===== src/hdl/scpa_pkg.sv =====
// Shared types and constants for the size class pool allocator.
// No dependencies; imported by scpa_fit_unit and the top level.
`timescale 1ns / 1ps
`default_nettype none

package scpa_pkg;

   // Registers that exist whatever the shelf count parameter is
   localparam int REG_SHELVES      = 4;
   localparam int DEF_NUM_SHELVES  = 4;
   localparam int DEF_CHUNKS       = 256;
   localparam int CHUNK_CAP_MAX    = 256;

   localparam int SIZE_W    = 5;
   localparam int COUNT_W   = 9;
   localparam int REQ_W     = 20;
   localparam int SHELF_W   = 2;
   localparam int CHUNK_W   = 8;
   localparam int TOTAL_W   = 32;
   localparam int CSR_IDX_W = 4;
   localparam int MIN_LOG2  = 4;

   localparam logic [COUNT_W-1:0] EMPTY_MARK = 9'h100;
   localparam logic [COUNT_W-1:0] LEFT_MAX   = 9'h1FF;

   // Register map
   localparam logic [CSR_IDX_W-1:0] CSR_SIZE0  = 4'd0;
   localparam logic [CSR_IDX_W-1:0] CSR_COUNT0 = 4'd4;
   localparam logic [CSR_IDX_W-1:0] CSR_LAST   = 4'd7;

   // Request modes (anything else acts as a query)
   localparam logic [1:0] MODE_ALLOC = 2'd0;
   localparam logic [1:0] MODE_FREE  = 2'd1;
   localparam logic [1:0] MODE_QUERY = 2'd2;

   // Response status codes
   localparam logic [1:0] STAT_OK       = 2'd0;
   localparam logic [1:0] STAT_NO_SHELF = 2'd1;
   localparam logic [1:0] STAT_EMPTY    = 2'd2;

   typedef logic [SIZE_W-1:0]  size_log2_type;
   typedef logic [COUNT_W-1:0] count_type;

   typedef enum logic [1:0] {
      ST_IDLE,
      ST_SEARCH,
      ST_FINISH
   } scpa_state_type;

   // Outcome of the shelf search
   typedef struct packed {
      logic               done;
      logic               fits;
      logic [SHELF_W-1:0] shelf;
   } fit_result_type;

endpackage

`default_nettype wire


===== src/hdl/scpa_fit_unit.sv =====
// Shelf search: one size compare per cycle, walking shelves in index order.
// Depends on scpa_pkg.
`timescale 1ns / 1ps
`default_nettype none

module scpa_fit_unit #(
   parameter int SHELVES = 4
) (
   input  wire logic                           clock,
   input  wire logic                           reset,
   input  wire logic                           start,
   input  wire logic [scpa_pkg::REQ_W-1:0]     request_size,
   input  wire scpa_pkg::size_log2_type        size_log2 [scpa_pkg::REG_SHELVES],
   output scpa_pkg::fit_result_type            result
);

   import scpa_pkg::*;

   logic               busy_ff, busy_in;
   logic [SHELF_W-1:0] idx_ff, idx_in;
   logic [REQ_W-1:0]   req_ff;
   logic [SIZE_W-1:0]  log2_eff;
   logic               fits;
   logic               last;

   // Chunk size 2^l with l clamped to at least 16 bytes
   always_comb begin
      log2_eff = size_log2[idx_ff];
      if (log2_eff < SIZE_W'(MIN_LOG2)) begin
         log2_eff = SIZE_W'(MIN_LOG2);
      end
      if (log2_eff >= SIZE_W'(REQ_W)) begin
         fits = 1'b1;
      end else begin
         fits = ({1'b0, req_ff} <= ((REQ_W+1)'(1) << log2_eff));
      end
      last = (idx_ff == SHELF_W'(SHELVES - 1));
   end

   always_comb begin
      busy_in = busy_ff;
      idx_in  = idx_ff;
      if (start) begin
         busy_in = 1'b1;
         idx_in  = '0;
      end else if (busy_ff) begin
         if (fits || last) begin
            busy_in = 1'b0;
         end else begin
            idx_in = idx_ff + SHELF_W'(1);
         end
      end
   end

   always_ff @(posedge clock) begin
      if (reset) begin
         busy_ff <= 1'b0;
         idx_ff  <= '0;
      end else begin
         busy_ff <= busy_in;
         idx_ff  <= idx_in;
      end
   end

   always_ff @(posedge clock) begin
      if (start) begin
         req_ff <= request_size;
      end
   end

   assign result.done  = busy_ff && (fits || last);
   assign result.fits  = fits;
   assign result.shelf = idx_ff;

endmodule

`default_nettype wire


===== config.mk =====
export PLATFORM = sky130hd
export DESIGN_NAME = scpa_fit_unit
export DESIGN_NICKNAME = d
export VERILOG_FILES = /design/src/hdl/scpa_pkg.sv /design/src/hdl/scpa_fit_unit.sv
export SDC_FILE = /design/constraint.sdc
export NUM_CORES = 1
export LEC_CHECK = 0
export BUFFER_PORTS_ARGS = -buffer_cell sky130_fd_sc_hd__buf_2
export CORE_MARGIN = 3
export CORE_UTILIZATION = 36
export DETAILED_ROUTE_END_ITERATION = 6
export GPL_TIMING_DRIVEN = 0
export SKIP_LAST_GASP = 1
export SLEW_MARGIN = 5
export SYNTH_ARGS = -nofsm -noshare
export SYNTH_HDL_FRONTEND = slang
export SYNTH_SLANG_ARGS = --single-unit

===== constraint.sdc =====
create_clock -name clock -period 8.85 [get_ports clock]
set_input_delay 0 -clock clock [delete_from_list [all_inputs] [get_ports clock]]
set_output_delay 0 -clock clock [all_outputs]
set_load 0.01 [all_outputs]

# == Word level (Yosys, flattened, before mapping) ==
# Cells that the tools add are included.
# totals
register_bits,23
latch_bits,0
mem_bits_rw,0
romBits,0
in_bits,43
wordCells,24
mem_count,0
# op_classes
n_addsub,1
mul,0
n_div,0
n_lt_le_gt_ge,4
eq_ne,1
shifts,1
n_mux,8
n_bitwise,2
n_reduce_logical,4
# ops
cell,count
$le A20 B21 Y1,1
$shl A1 B5 Y21 const A,1
$mux W5,3
$bmux W5 S2,1
$ge A5 B5 Y1 const B,1
$lt A5 B3 Y1 const B,1
$mux W1,4
$ge A3 B3 Y1 const B,1
$not A2 Y3,1
$add A2 B1 Y2 const B,1
$eq A2 B2 Y1 const B,1
$reduce_and A2 Y1,1
$reduce_or A2 Y1,1
$logic_and A1 B1 Y1,1
$logic_or A1 B1 Y1,1
$not A1 Y1,1

# == Depth between registers and ports, before layout ==
# Gate-level depths: netlist of the first run.
# depth
ltp_word,13
ltp_mapped,13
depth_no_buf,12

# == Least setup slack after synthesis of the first run ==
# Ideal clock, no wire load.
# synth_path
path_kind,reg-to-reg
startpoint,register idx_ff[0]
endpoint,register idx_ff[0]
setup_ns,0.118
t_arrival_ns,2.984
t_required_ns,8.732
setup_slack_ns,5.748
stages_incl_launch_ff,14
path_buffers,1
cell_sequence,dfxtp_1 buf_6 mux4_2 nor3_1 nor2b_1 nor2b_1 nand2_1 ha_1 nand4_1 nor3_1 o31ai_1 a32oi_1 nand2_2 mux2i_1
# synth_between
elab_chain_len,12
elab_cells_between_ends,15
cone_classes,1 x add/sub; 3 x order compare; 1 x eq/ne; 1 x shift; 5 x mux; 2 x bitwise; 2 x reduce/logical
# synth_rtl
item,line,source
start: declaration,scpa_fit_unit.sv:20,"logic [SHELF_W-1:0] idx_ff, idx_in;"
start signal: assignment,scpa_fit_unit.sv:61,idx_ff <= idx_in;
$not A2 Y3 (not written as such),scpa_fit_unit.sv:28,log2_eff = size_log2[idx_ff];
$bmux W5 S2,scpa_fit_unit.sv:28,
$mux W5 (not written as such) (2 in series),scpa_fit_unit.sv:28,
$lt A5 B3 Y1,scpa_fit_unit.sv:29,if (log2_eff < SIZE_W'(MIN_LOG2)) begin
$mux W5,scpa_fit_unit.sv:29,
$shl A1 B5 Y21,scpa_fit_unit.sv:35,"fits = ({1'b0, req_ff} <= ((REQ_W+1)'(1) << log2_eff));"
$le A20 B21 Y1,scpa_fit_unit.sv:35,
$mux W1,scpa_fit_unit.sv:32,if (log2_eff >= SIZE_W'(REQ_W)) begin
$logic_or A1 B1 Y1,scpa_fit_unit.sv:47,if (fits || last) begin
$not A1 Y1 (no source line),n/a,
$reduce_and A2 Y1 (no source line),n/a,
# Parallel ways exist; a longest one is shown, timed or not. The select of a mux whose other input is x is not followed.
# A chain may end at the register's enable or synchronous reset.

==> results.py, run 1 <==
metrics = {
    "floorplan": {
        "initial_core_util": 0.390,
        "die_x_microns": 70.1,
        "rows": 22,
        "die_h_microns": 70.1,
        "ios": 47,
        "die_area_sq_um": 4920,
        "coreArea_sq_um": 3800,
    },
    "layout": {
        "finish.utilization": 0.536,
        "final_layout_size_suffix_gt1_frac": 0.292,
        "antennaDiodeCount": 0,
        "instances_no_fill": 250,
        "fin_nets": 267,
        "areaGrowthSynthToFinish_pct": 37.4,
    },
    "sta": {
        "fin_tns_setup_ps": 0,
        "hold_viol": 0,
        "fmax_mhz": 258,
        "rsz0062_at_grt": "false",
        "maxSlewViolCount": 0,
        "setup_viol": 0,
        "hold_ws_ps": 219,
        "setup_slack_ps": 4980,
        "period_share": 0.438,
        "skew_ps": 8.95,
        "period_minus_slack_ps": 3870,
    },
    "clock_network": {
        "clkLatencyLatePin_ps": 270,
        "cts_setup_buffers": 0,
        "cts.sinks": 23,
        "clockRootBuffer": "clkbuf_8",
        "cts_tree": "yes",
        "h-tree-depth": 1,
        "cts_made_buffers": 3,
        "ctsLongestPathBuffers": 2,
        "path_clk_slew_ps": 90,
    },
    "grt": {
        "grt_max_degree": 24,
        "grt_pass1_wl_microns": 5790,
        "antenna_found_initial": 0,
        "grt-ovfl-total": 0,
        "grtUsageTotal": 0.144,
        "grt_pass1_vias": 1375,
    },
    "setup_path": {
        "arrival_ps": 3870,
        "crit_path_start_kind": "flop",
        "cp_max_fo": 7,
        "rr_worst_depth": 13,
        "cp.required_ps": 8850,
        "crit_path_end_kind": "output pin",
        "path_class": "flop to output pin",
    },
    "route": {
        "drc": 0,
        "ant_nets": 0,
        "drt_iter0_drc": 26,
        "viasPerCell": 4.96,
        "wl_per_cell_microns": 12.9,
        "routed_wl_microns": 3220,
        "vias": 1240,
        "drt-pass1-iter-count": 4,
    },
    "logic_synthesis": {
        "async_flop_share": 0,
        "ys_types": 32,
        "ys_seq_area_frac": 0.446,
        "synth.top_cell.area_share": 0.406,
        "ys_seq_elements": 23,
        "netlist_top_cells_count": "nand2_1 (24), ha_1 (21), edfxtp_1 (20)",
        "synth.most_common_cell": "nand2_1",
        "synth-edff-count": 20,
        "netlist_area_sq_um": 1480,
        "syn_area_per_cell_sq_um": 11.5,
        "yosys_warnings": 0,
        "synth_cells": 129,
        "synth_area_leader_cell": "edfxtp_1",
        "ys.flop_type": "edfxtp_1",
        "synthTopCellsByArea": "edfxtp_1 (41%), ha_1 (18%), nand2_1 (6.1%), mux4_2 (4.6%), dfxtp_1 (4.1%)",
    },
    "run_status": {
        "status": "finished, final reports clean",
    },
    "power_and_ir_drop": {
        "power_density_nw_per_um2": 125,
        "p_int_uw": 188,
        "p_seq_frac": 0.511,
        "combPwrFrac": 0.223,
        "swShare": 0.259,
        "peakVddDrop_mv": 0.0659,
        "clkPwrFrac": 0.266,
        "leakage_nw": 0.857,
        "p_sw_uw": 65.9,
    },
    "placement": {
        "gp_congestion": 0.774,
        "post-place-ws_ps": 5210,
        "dp_cells": 225,
        "portBuffers": 46,
        "hpwl_microns": 2470,
    },
    "worst_hold_path": {
        "worstHoldPathCells": 1,
        "hold_class": "input pin to flop",
    },
    "flow_run": {
        "maxCapViolCount": 0,
    },
}
## flip-flops by register name (all words and copies together) (netlist names)
| signal | flops |
|---|---|
| busy_ff | 1 |
| idx_ff | 2 |
| req_ff | 20 |
## cells in the final DEF (no fill, tap or decap), drive strengths merged, types with 2 or more instances in the layout
cell,instances
dfxtp,3
nor3b,2
conb,4
nor4,2
clkbuf,3
edfxtp,20
ha,21
and3b,2
nor2b,5
nand2b,2
inv,3
nand2,25
nor3,2
o21a,3
a21oi,6
mux2i,2
nand4,2
dlygate4sd3,21
buf,48
o21ai,4
a211oi,3
nor2,6
mux4,5
nand3,2
## worst paths after layout
| path | from | endpoint | slack (ps) |
|---|---|---|---|
| worst max-delay path | idx_ff[0] | result[3] | 4980 |
| worst min-delay path | start | req_ff[3] | 220 |
| worst max register to register | idx_ff[0] | idx_ff[0] | 5340 |
| worst min register to register | idx_ff[1] | idx_ff[1] | 620 |
## layout make-up
cell class / count / area (sq um)
Buffer: 2 / 18.8
Clock buffer: 3 / 41.3
Clock inverter: 1 / 5.00
Fill cell: 357 / 1760
Inverter: 3 / 11.3
Multi-Input combinational cell: 103 / 797
Sequential cell: 23 / 661
Tap cell: 48 / 60.1
Timing Repair Buffer: 67 / 440
## power by group through the flow
stage	clock (mW)	combinational, mW	sequential, mW
finish	0.0675	0.0568	0.130
global route	0.0743	0.0659	0.131
global placement	0	0.0478	0.132
floorplan	0	0.0309	0.131
CTS	0.0687	0.0570	0.130
detailed placement	0	0.0493	0.133
## kinds of logic after synthesis
kind of cell	after synthesis	share of synthesized area
AND/OR/NAND/NOR	52	0.172
flip-flops	23	0.446
adder cells (fa/ha/maj)	21	0.178
AO/OA/AOI/OAI	19	0.0837
multiplexers	7	0.0947
buffers and inverters	5	0.0203
other	2	0.00507
## repair_timing
item	CTS	global route
hold buffers	21	0
gates resized for setup	0	0
endpoints found under the hold margin	21	0
## layer usage
layer,track usage,wire length (microns),vias up
li1,-,-,629
met1,0.180,1460,563
met2,0.254,1510,43
met3,0.0273,200,5
met4,0.0383,38,0
met5,0,0,-
## metrics by stage
| stage | power (mW) | instance area, sq um |
|---|---|---|
| 6_report | 0.254 | 2030 |
| 5_1_grt | 0.271 | 2030 |
| 4_1_cts | 0.256 | 2030 |
| 3_5_place_dp | 0.182 | 1780 |
| 3_3_place_gp | 0.180 | 1780 |
| 2_1_floorplan | 0.162 | 1490 |
## worst max-delay path, cell delays in order, from the launching register on
cell,delay (ps)
dfxtp_1,390
buf_6,160
mux4_2,570
nor3_1,270
nor2b_1,120
nor2b_1,300
nand2_1,100
ha_1,310
nand4_1,120
nor3_1,320
o31ai_1,140
a32oi_1,360
nand2_1,130
o21a_1,190
buf_2,130
No activity file was read; power rests on OpenSTA's default activity.
==> inputs of run 2 (changes only) <==
--- a/config.mk
+++ b/config.mk
@@ -5,6 +5,7 @@
 export SDC_FILE = /design/constraint.sdc
 export NUM_CORES = 1
 export LEC_CHECK = 0
+export ABC_AREA = 1
 export BUFFER_PORTS_ARGS = -buffer_cell sky130_fd_sc_hd__buf_2
 export CORE_MARGIN = 3
 export CORE_UTILIZATION = 36
==> constraint.sdc (replaced) <==
create_clock -name clock -period 3.3 [get_ports clock]
set_input_delay 0 -clock clock [delete_from_list [all_inputs] [get_ports clock]]
set_output_delay 0 -clock clock [all_outputs]
set_load 0.01 [all_outputs]
==> run 2 against run 1 <==
  * Sequential power grew to 2.7 times the previous value
  * Non-clock buffer count is 17 higher
  * Setup slack got worse by 4800 ps
  * Wire length up 17%
  * Via count rose by 26%
  * Critical path depth increased by 16
  * First-iteration DRC count increased by 120%
==> results.py, run 2 <==
metrics = {
    "layout": {
        "fillers": 375,
        "final_cell_mix": "nand2_1 (52), buf_2 (46), inv_1 (23)",
        "areaGrowthSynthToFinish_pct": 54.0,
        "antennaDiodeCount": 0,
        "max_flop_register": "req_ff",
        "final_layout_size_suffix_gt1_frac": 0.382,
        "largest_register_ffs": 20,
        "fin_nets": 348,
        "multiInputGateArea_sq_um": 981,
        "seq_area_sq_um": 666,
        "layout_commonest_cell": "nand2_1",
        "reg_top3": "req_ff: 20 flops, idx_ff: 2 flops, busy_ff: 1 flops",
        "finish.utilization": 0.595,
    },
    "run_status": {
        "status": "finished, final reports clean",
    },
    "sta": {
        "fin_tns_setup_ps": 0,
        "hold_ws_ps": 209,
        "period_minus_slack_ps": 3150,
        "setup_slack_ps": 147,
        "skew_ps": 1.73,
        "fmax_mhz": 317,
        "setup_viol": 0,
        "maxSlewViolCount": 0,
        "hold_viol": 0,
        "period_share": 0.955,
    },
    "grt": {
        "grt_pass1_vias": 1427,
        "top_usage_layer": "met2",
        "grtUsageMet1": 0.171,
        "grt-ovfl-total": 0,
        "met2_usage": 0.243,
        "grt_pass1_wl_microns": 5730,
        "grtUsageTotal": 0.136,
        "grt_max_degree": 23,
        "antenna_found_initial": 0,
        "grt_use_met3": 0.0207,
    },
    "floorplan": {
        "die_h_microns": 72.7,
        "die_x_microns": 72.7,
        "die_area_sq_um": 5290,
        "ios": 47,
        "initial_core_util": 0.386,
        "rows": 23,
        "coreArea_sq_um": 4140,
    },
    "setup_path": {
        "max_stage_delay_ps": 340,
        "r2r_end": "idx_ff[0]",
        "cp_max_fo": 6,
        "arrival_ps": 3150,
        "ff2ff_setup_slack_ps": 260,
        "path_class": "flop to output pin",
        "crit_path_start_kind": "flop",
        "rr_worst_depth": 30,
        "cp.required_ps": 3300,
        "cp_slowest_cell": "dfxtp_2",
        "r2r-start": "idx_ff[0]",
        "crit_path_end_kind": "output pin",
        "cp_common_cell": "nand2_1",
    },
    "worst_hold_path": {
        "hold_path.startpoint": "start",
        "worstHoldPathCells": 3,
        "hold_class": "input pin to flop",
        "min_to": "busy_ff",
    },
    "logic_synthesis": {
        "netlist_top_cells_count": "nand2_1 (62), inv_1 (26), ha_1 (21)",
        "yosys_warnings": 0,
        "synth-edff-count": 20,
        "netlist_area_sq_um": 1600,
        "synth_cells": 194,
        "ys_types": 24,
        "async_flop_share": 0,
        "synth.top_cell.area_share": 0.375,
        "synthTopCellsByArea": "edfxtp_1 (38%), ha_1 (16%), nand2_1 (15%), inv_1 (6.1%), nor2_1 (4.5%)",
        "synth_area_leader_cell": "edfxtp_1",
        "ys_seq_elements": 23,
        "syn_area_per_cell_sq_um": 8.26,
        "ys.flop_type": "edfxtp_1",
        "synth.most_common_cell": "nand2_1",
        "ys_seq_area_frac": 0.413,
    },
    "route": {
        "routed_wl_microns": 3750,
        "drc": 0,
        "vias": 1567,
        "drt-pass1-iter-count": 4,
        "drt_iter0_drc": 56,
        "viasPerCell": 4.71,
        "wl_per_cell_microns": 11.3,
        "ant_nets": 0,
    },
    "clock_network": {
        "ctsLongestPathBuffers": 2,
        "cts.sinks": 23,
        "cts_made_buffers": 3,
        "clockRootBuffer": "clkbuf_8",
        "h-tree-depth": 1,
        "clkLatencyLatePin_ps": 260,
        "path_clk_slew_ps": 80,
        "cts_tree": "yes",
    },
    "power_and_ir_drop": {
        "power_density_nw_per_um2": 316,
        "clkPwrFrac": 0.225,
        "p_int_uw": 549,
        "swShare": 0.296,
        "p_seq_frac": 0.447,
        "p_sw_uw": 231,
        "peakVddDrop_mv": 0.278,
        "leakage_nw": 1.19,
        "combPwrFrac": 0.328,
    },
    "placement": {
        "hpwl_microns": 2630,
        "post-place-ws_ps": 62.5,
        "portBuffers": 46,
        "gp_congestion": 0.794,
    },
    "flow_run": {
        "maxCapViolCount": 0,
    },
}
-- run 2: cell count changes after synthesis, sizes merged, moves of 3 or more --
cell,delta
nor2,+14
mux4,-5
nand2,+38
nor2b,-5
inv,+27
o21a,-3
o21ai,+4
-- run 2: kinds of logic (layout without fill, tap and decap cells) --
logic type	Yosys count	after routing	synth area share
compound gates	24	24	0.0992
fa+ha+maj	21	21	0.164
buf+inv	33	120	0.0844
flops	23	23	0.413
other cells	2	4	0.00469
simple gates	91	91	0.235
-- run 2: worst max-delay path by stage --
stage	endpoint	depth (start not counted)	start	slack, ps
global route	result[3]	30	idx_ff[0]	-80
detailed placement	idx_ff[0]	27	idx_ff[0]	60
floorplan	idx_ff[0]	27	idx_ff[0]	430
CTS	result[3]	28	idx_ff[1]	2
finish	result[3]	30	idx_ff[0]	150
global placement	idx_ff[0]	29	idx_ff[0]	90
-- run 2: final cells by class --
cell class                      count  share of cell area
Tap cell                           50              0.0254
Buffer                              3              0.0122
Sequential cell                    23               0.270
Multi-Input combinational cell    140               0.398
Timing Repair Buffer               83               0.227
Clock inverter                      1             0.00304
Clock buffer                        3              0.0167
Inverter                           30              0.0477
-- run 2: power by group through the flow --
stage	sequential [mW]	clock, mW	combinational (mW)
detailed placement	0.355	0	0.175
finish	0.349	0.175	0.256
CTS	0.348	0.185	0.209
floorplan	0.353	0	0.116
global placement	0.355	0	0.171
global route	0.351	0.197	0.289
-- run 2: critical path, delay by kind of cell (launching register included) --
| kind | cells | cell delay [ps] |
|---|---|---|
| AO/OA/AOI/OAI | 2 | 330 |
| adder cells (fa/ha/maj) | 1 | 280 |
| buffers and inverters | 7 | 540 |
| flip-flops | 1 | 340 |
| AND/OR/NAND/NOR | 20 | 1370 |
-- run 2: through the flow --
stage / total power [mW] / area [sq um] / instances
after floorplan: 0.469 / 1610 / 196
after global placement: 0.526 / 1900 / 292
after detailed placement: 0.530 / 1900 / 292
after CTS: 0.742 / 2240 / 325
after global routing: 0.838 / 2470 / 333
final: 0.780 / 2470 / 333
-- run 2: timing repair --
item,4_1_cts,5_1_grt
hold buffers,21,0
buffers inserted,8,8
pin swaps,6,17
setup endpoints to repair,2,5
resized for setup,7,46
endpoints found under the hold margin,22,0
-- run 2: metal layers --
| metal | vias up | part of all wire |
|---|---|---|
| met2 | 33 | 0.51 |
| met3 | 4 | 0.034 |
| met4 | 0 | 0.012 |
| li1 | 809 | - |
| met1 | 721 | 0.45 |
| met5 | - | 0 |
==> inputs of run 3 (changes only) <==
==> constraint.sdc (replaced) <==
create_clock -name clock -period 3.5 [get_ports clock]
set_input_delay 0 -clock clock [delete_from_list [all_inputs] [get_ports clock]]
set_output_delay 0 -clock clock [all_outputs]
set_load 0.01 [all_outputs]
==> run 3 against run 2 <==
  * Final area decreased by 7.2%
  * Count of clock-buffer cells in the layout unchanged
  * Critical path depth unchanged
  * Critical path type unchanged
==> results.py, run 3 (synthesis gave the netlist of run 2 again) <==
metrics = {
    "run_status": {
        "status": "finished, final reports clean",
    },
    "clock_network": {
        "clockRootBuffer": "clkbuf_8",
        "cts_tree": "yes",
        "cts_made_buffers": 3,
        "h-tree-depth": 1,
        "ctsLongestPathBuffers": 2,
        "clkLatencyLatePin_ps": 260,
        "path_clk_slew_ps": 80,
        "cts.sinks": 23,
    },
    "setup_path": {
        "cp_slowest_cell": "dfxtp_2",
        "cp.required_ps": 3500,
        "crit_path_end_kind": "output pin",
        "crit_path_start_kind": "flop",
        "max_stage_delay_ps": 340,
        "cp_common_cell": "nand2_1",
        "rr_worst_depth": 29,
        "arrival_ps": 3260,
        "path_class": "flop to output pin",
        "ff2ff_setup_slack_ps": 450,
        "cp_max_fo": 7,
    },
    "sta": {
        "period_minus_slack_ps": 3260,
        "fmax_mhz": 306,
        "hold_viol": 0,
        "setup_slack_ps": 237,
        "period_share": 0.932,
        "maxSlewViolCount": 0,
        "skew_ps": 0.861,
        "setup_viol": 0,
    },
    "floorplan": {
        "die_area_sq_um": 5290,
        "ios": 47,
        "die_h_microns": 72.7,
        "coreArea_sq_um": 4140,
        "die_x_microns": 72.7,
        "initial_core_util": 0.386,
        "rows": 23,
    },
    "worst_hold_path": {
        "worstHoldPathCells": 3,
        "hold_class": "input pin to flop",
    },
    "route": {
        "drt-pass1-iter-count": 4,
        "drc": 0,
        "vias": 1476,
        "ant_nets": 0,
        "wl_per_cell_microns": 10.6,
        "drt_iter0_drc": 73,
        "routed_wl_microns": 3440,
        "viasPerCell": 4.54,
    },
    "layout": {
        "instances_no_fill": 325,
        "multiInputGateArea_sq_um": 875,
        "reg_top3": "req_ff: 20 flops, idx_ff: 2 flops, busy_ff: 1 flops",
        "max_flop_register": "req_ff",
        "fin_nets": 340,
        "areaGrowthSynthToFinish_pct": 42.9,
        "final_cell_mix": "nand2_1 (57), buf_2 (46), inv_1 (25)",
        "largest_register_ffs": 20,
        "fillers": 410,
        "seq_area_sq_um": 663,
        "antennaDiodeCount": 0,
        "final_layout_size_suffix_gt1_frac": 0.309,
        "finish.utilization": 0.552,
        "layout_commonest_cell": "nand2_1",
        "stdcell_area_sq_um": 2290,
    },
    "power_and_ir_drop": {
        "peakVddDrop_mv": 0.233,
        "leakage_nw": 1.12,
        "power_density_nw_per_um2": 306,
        "power_uw": 699,
    },
    "grt": {
        "antenna_found_initial": 0,
        "grt_max_degree": 23,
        "grt_pass1_wl_microns": 5560,
        "grtUsageTotal": 0.132,
        "grt_pass1_vias": 1387,
        "grt-ovfl-total": 0,
    },
    "placement": {
        "gp_congestion": 0.794,
        "post-place-ws_ps": 262,
        "hpwl_microns": 2630,
        "placed_area_sq_um": 1900,
        "portBuffers": 46,
        "dp_cells": 292,
    },
    "flow_run": {
        "maxCapViolCount": 0,
    },
}
==> run 3: cell types whose count changed in the layout (fill, tap and decap cells not counted), moves of 3 or more <==
cell and change:
o21ai_0 +5, nand2_4 -3, nand2_1 +5, nor2_4 -3
o21ai_1 -3, buf_4 -7
==> run 3: routing by layer <==
| layer | wire (microns) | GRT usage | share of wire |
|---|---|---|---|
| met3 | 111 | 0.0207 | 0.032 |
| met1 | 1590 | 0.165 | 0.46 |
| met2 | 1690 | 0.236 | 0.49 |
| met4 | 48 | 0.0328 | 0.014 |
| met5 | 0 | 0 | 0 |
==> run 3: path summary, 6_finish.rpt <==
kind | start | end
max reg2reg | idx_ff[0] | idx_ff[0]
min | start | busy_ff
min reg2reg | busy_ff | busy_ff
max | idx_ff[0] | result[3]
==> run 3: where the power goes <==
group          leakage (nW)  switching [mW]  internal (mW)  total [mW]
Clock                0.0217          0.0837         0.0803       0.164
Combinational         0.877           0.107         0.0997       0.207
Sequential            0.221         0.00827          0.320       0.329
==> run 3: stage by stage <==
stage / hold WS (ps) / setup TNS [ps]
after floorplan: 69.1 / 0
after global placement: 177 / 0
after detailed placement: 178 / 0
after CTS: 211 / 0
after global routing: 234 / -9.22
final: 205 / 0
==> run 3: worst max-delay path, delay by kind of cell, from the launching register on <==
kind	cells	cell delay (ps)
flops	1	340
compound gates	2	370
buf+inv	7	570
simple gates	20	1430
fa+ha+maj	1	270
==> run 3: timing repair <==
action	4_1_cts	5_1_grt
gates resized for setup	2	19
setup buffers	0	8
hold buffers	21	0
hold endpoints to repair	22	0
endpoints found under the setup margin	1	4
pin swaps	0	5
==> run 3: area by class of cell <==
| type | count | area share |
|---|---|---|
| multi-input combinational | 140 | 0.382 |
| sequential | 23 | 0.290 |
| inverter | 30 | 0.0492 |
| tap | 50 | 0.0273 |
| buffer | 3 | 0.0115 |
| timing repair buffer | 75 | 0.219 |
| clock buffer | 3 | 0.0180 |
| clock inverter | 1 | 0.00328 |
